[src/rtl/pte_ram.sv]
// ----------------------------------------------------------------------------
// pte_ram: generic single-write, single-read RAM
// One write port and one read port; the read data is registered.
// ----------------------------------------------------------------------------
module pte_ram #(
	parameter int WIDTH = 9,
	parameter int DEPTH = 256
) (
	input  logic                     clk,
	input  logic                     we,
	input  logic [$clog2(DEPTH)-1:0] waddr,
	input  logic [WIDTH-1:0]         wdata,
	input  logic [$clog2(DEPTH)-1:0] raddr,
	output logic [WIDTH-1:0]         rdata
);

	logic [WIDTH-1:0] mem_q [DEPTH];

	// Write, then register the read word
	always_ff @(posedge clk) begin
		if (we) begin
			mem_q[waddr] <= wdata;
		end
		rdata <= mem_q[raddr];
	end

endmodule

[config.mk]
export PLATFORM = sky130hd
export DESIGN_NAME = pte_ram
export DESIGN_NICKNAME = d
export VERILOG_FILES = /design/src/rtl/pte_ram.sv
export SDC_FILE = /design/constraint.sdc
export NUM_CORES = 2
export LEC_CHECK = 0
export ABC_CLOCK_PERIOD_IN_PS = 2200
export BUFFER_PORTS_ARGS = -buffer_cell sky130_fd_sc_hd__clkbuf_2
export CORE_MARGIN = 3
export CORE_UTILIZATION = 40
export DETAILED_ROUTE_END_ITERATION = 16
export PLACE_DENSITY = 0.53
export SLEW_MARGIN = 5
export SYNTH_ARGS = -nofsm -noshare
export SYNTH_HDL_FRONTEND = slang
export SYNTH_SLANG_ARGS = --single-unit
[constraint.sdc]
create_clock -name clk -period 2.2 [get_ports clk]
set_input_delay 0.22 -clock clk [delete_from_list [all_inputs] [get_ports clk]]
set_output_delay 0.22 -clock clk [all_outputs]
set_load 0.005 [all_outputs]
==> results.sh <==
export IMPL_status="finished, violations left"
export IMPL_failed_checks="setup timing"
export IMPL_drv_cap=0
export IMPL_floorplan_die_width_um=478.4
export IMPL_drc=0
export IMPL_worst_setup_path_startpoint="mem_q[15][8]"
export IMPL_static_leakage_power_nw=34.80
export IMPL_critPathLaunchType="flop"
export IMPL_final_min_clock_period_ps=2218
export IMPL_synth_seq_cells=2313
export IMPL_route_detailed_vias_per_inst=5.538
export IMPL_async_flop_share_pct=0
export IMPL_route_met2_wl_um=114400
export IMPL_grt_first_pass_wirelength_um=345600
export IMPL_critPathArrivalTime_ps=2960
export IMPL_clk_transition_reported_paths_ps=60
export IMPL_share_clk_of_total_power_pct=41.3
export IMPL_detailedPlacementHpwl_um=158900
export IMPL_timing_clock_skew_ps=50.67
export IMPL_synth_enable_flop_cells=2304
export IMPL_p_per_area_nw_per_um2=860.0
export IMPL_post_cts_buffers=0
export IMPL_clkLatencyLatePin_ps=890
export IMPL_grt_antenna_before_repair=15
export IMPL_fin_tns_setup_ps=-18.27
export IMPL_rrSetupSlack_ps=-20
export IMPL_report_final_hold_viol_count=0
export IMPL_grt_max_degree=85
export IMPL_design_final_nets=5117
export IMPL_postRouteWirelength_um=242000
export IMPL_cts_tree="built"
export IMPL_fp_row_count=172
export IMPL_dieHeight_um=478.4
export IMPL_swShare_pct=21.73
export IMPL_relSlewSlack_pct=42.36
export IMPL_placeable_core_region_um2=220800
export IMPL_layout_area_overhead_vs_synth_pct=19.95
export IMPL_totalPowerFinal_mw=92.09
export IMPL_die_area_um2=228900
export IMPL_ys_seq_area_share_pct=77.70
export IMPL_drt_iter0_drc=5016
export IMPL_reg2reg_from="mem_q[15][8]"
export IMPL_timing_hold_worst_class="in2reg"
export IMPL_route_layer_met1_wl_um=102800
export IMPL_portBuffers=35
export IMPL_post_syn_instances=4237
export IMPL_routed_length_on_met3_um=18610
export IMPL_syn_area_per_cell_um2=21.07
export IMPL_syn_cell_area_um2=89280
export IMPL_top_level_ports=36
export IMPL_vias_in_the_first_global_route=46660
export IMPL_grt_use_total_pct=21.12
export IMPL_required_time_of_the_critical_path_ps=2940
export IMPL_comb_power_share_pct=5.8
export IMPL_netlist_cell_type_count=57
export IMPL_start_util_pct=40.43
export IMPL_setup_slack_ps=-18.27
export IMPL_root_buffer="clkbuf_16"
export IMPL_layout_drive_gt1_share_pct=32.75
export IMPL_endpoint_kind="flop"
export IMPL_cts_htree_levels=4
export IMPL_top_flip_flop_cell_by_instance_count_after_synthesis="edfxtp_1"
export IMPL_tightestPinTransition_ps=853.0
export IMPL_setup_violations=1
export IMPL_drt_pre_antenna_iters=6
export IMPL_irDropWorstVdd_mv=0.9708
export IMPL_top_sig_layer="met5"
export IMPL_detailroute_via_count=45650
export IMPL_timing_reg2reg_worst_path_depth=8
export IMPL_worstPathMaxFanout=1
export IMPL_worst_setup_path_class="reg2reg"
export IMPL_regToRegEndpoint="rdata[8]"
export IMPL_synth_warnings=0
export IMPL_place_gp_congestion=0.8313
export IMPL_power_switching_mw=20.01
export IMPL_grt_remaining_overflow=0
export IMPL_ctsLongestPathBuffers=3
export IMPL_postPlaceCellArea_um2=99300
export IMPL_drtAntennaViolNets=0
export IMPL_syn_nets=4264
export IMPL_seq_power_share_pct=52.9
export IMPL_clock_fmax_mhz=450.8
export IMPL_wl_cell_um=29.36
export IMPL_post_route_util_pct=48.50
export IMPL_stdcell_area_um2=107100
export IMPL_endpoint="rdata[8]"
export IMPL_maxSlewViolCount=0
export IMPL_cts_sinks=2313
export IMPL_cts_buf_count=234
export IMPL_power_internal_mw=72.09
export IMPL_grt_setup_unrepaired="yes"
export IMPL_final_min_period_over_clock_period_pct=100.8
cell families after synthesis:
group                  after synthesis  share of synthesized area (%)
flip-flops                        2313                          77.70
AO/OA/AOI/OAI                      489                          3.752
multiplexers                       674                          14.29
buffers and inverters              261                          1.752
AND/OR/NAND/NOR                    500                          2.504
cell usage in the layout, fill, tap and decap left out, drive strengths merged, types with 6 or more instances in the layout:
cell,instances
a31oi,10
mux4,476
nand2,40
inv,7
nor3,21
nand4,11
mux2,21
nand2b,9
a22o,8
o21ai,36
nor2,305
nor4,27
or2,6
bufinv,11
buf,844
o221ai,36
edfxtp,2304
nor2b,28
clkinvlp,8
a22oi,174
dlygate4sd3,9
dfxtp,9
o31a,8
a221oi,11
a211oi,26
mux2i,177
nand3,31
o22ai,65
clkbuf,335
a21oi,98
clkinv,92
cells in the mapped netlist, drive strengths merged, types with 2 or more instances:
master / n / area, um^2
mux4: 476 / 10750
and3b: 4 / 35.03
and3: 3 / 18.77
a311oi: 3 / 26.28
nor4: 27 / 168.9
buf: 139 / 1106
clkbuf: 120 / 450.4
o221ai: 36 / 321.6
nand4: 11 / 68.82
dfxtp: 9 / 180.2
o22ai: 65 / 406.6
a22o: 8 / 70.07
a21oi: 98 / 490.5
and2: 2 / 12.51
a211o: 3 / 26.28
mux2: 21 / 236.5
nand2b: 9 / 56.30
nand2: 40 / 150.1
or2: 6 / 37.53
o21ai: 36 / 180.2
mux2i: 177 / 1772
nor3: 21 / 105.1
nand3: 31 / 155.2
a31oi: 10 / 62.56
a22oi: 174 / 1306
nor2b: 28 / 175.2
a221oi: 11 / 96.34
nor3b: 4 / 35.03
o32a: 2 / 20.02
o32ai: 3 / 26.28
nand3b: 3 / 22.52
nor2: 305 / 1145
edfxtp: 2304 / 69190
a32oi: 3 / 26.28
a211oi: 26 / 195.2
o31a: 8 / 70.07
layout make-up:
type	count	area, um^2
Antenna cell	4	10.01
Clock buffer	312	6290
Clock inverter	116	1028
Fill cell	18240	113700
Inverter	2	7.507
Multi-Input combinational cell	1663	18740
Sequential cell	2313	69370
Tap cell	2958	3701
Timing Repair Buffer	876	7940
worst min path at each step:
stage / startpoint / end / depth (start not counted)
6_report: waddr[4] / mem_q[176][4] / 4
5_1_grt: waddr[4] / mem_q[176][4] / 4
4_1_cts: waddr[4] / mem_q[176][4] / 4
3_5_place_dp: wdata[6] / mem_q[214][6] / 1
3_3_place_gp: wdata[6] / mem_q[215][6] / 1
2_1_floorplan: wdata[0] / mem_q[0][0] / 0
power groups by stage:
stage / clock network, mW / registers [mW] / logic, mW
final: 38.0 / 48.7 / 5.38
after global routing: 40.7 / 48.7 / 5.70
after floorplan: 0 / 49.5 / 2.31
after CTS: 38.9 / 48.7 / 5.41
after global placement: 0 / 49.6 / 5.27
after detailed placement: 0 / 49.6 / 5.31
worst max-delay path: stages (launching register included):
cell and delay (ps):
edfxtp_1 360, mux4_2 490, a22oi_2 190, buf_6 150, o31a_1 210, o21ai_2 120, a211oi_4 350, buf_4 180
nor4_2 30
timing repair:
| item | 4_1_cts | 5_1_grt |
|---|---|---|
| endpoints found under the hold margin | 1078 | 0 |
| gates resized for setup | 49 | 24 |
| setup endpoints to repair | 9 | 9 |
| hold buffers | 9 | 0 |
| pin swaps | 8 | 10 |
flip-flops by register name, indices dropped and copies added (netlist names):
signal and cells:
mem_q 2304, rdata 9
layer usage:
layer	vias to the layer above	global-route usage (%)
li1	19530	-
met1	24240	29.71
met2	1564	33.13
met3	313	5.008
met4	8	5.668
met5	-	0
through the flow:
| step | setup slack [ps] | cells | hold slack [ps] |
|---|---|---|---|
| final | -18.27 | 8244 | 102.0 |
| after global routing | -67.82 | 8241 | 120.6 |
| after CTS | -114.3 | 8240 | 22.75 |
| after detailed placement | -1378 | 7803 | 577.0 |
| after global placement | -1550 | 7802 | 576.6 |
| after floorplan | 118.6 | 4237 | 318.9 |
Note: power is estimated with default switching activity, not from simulation.
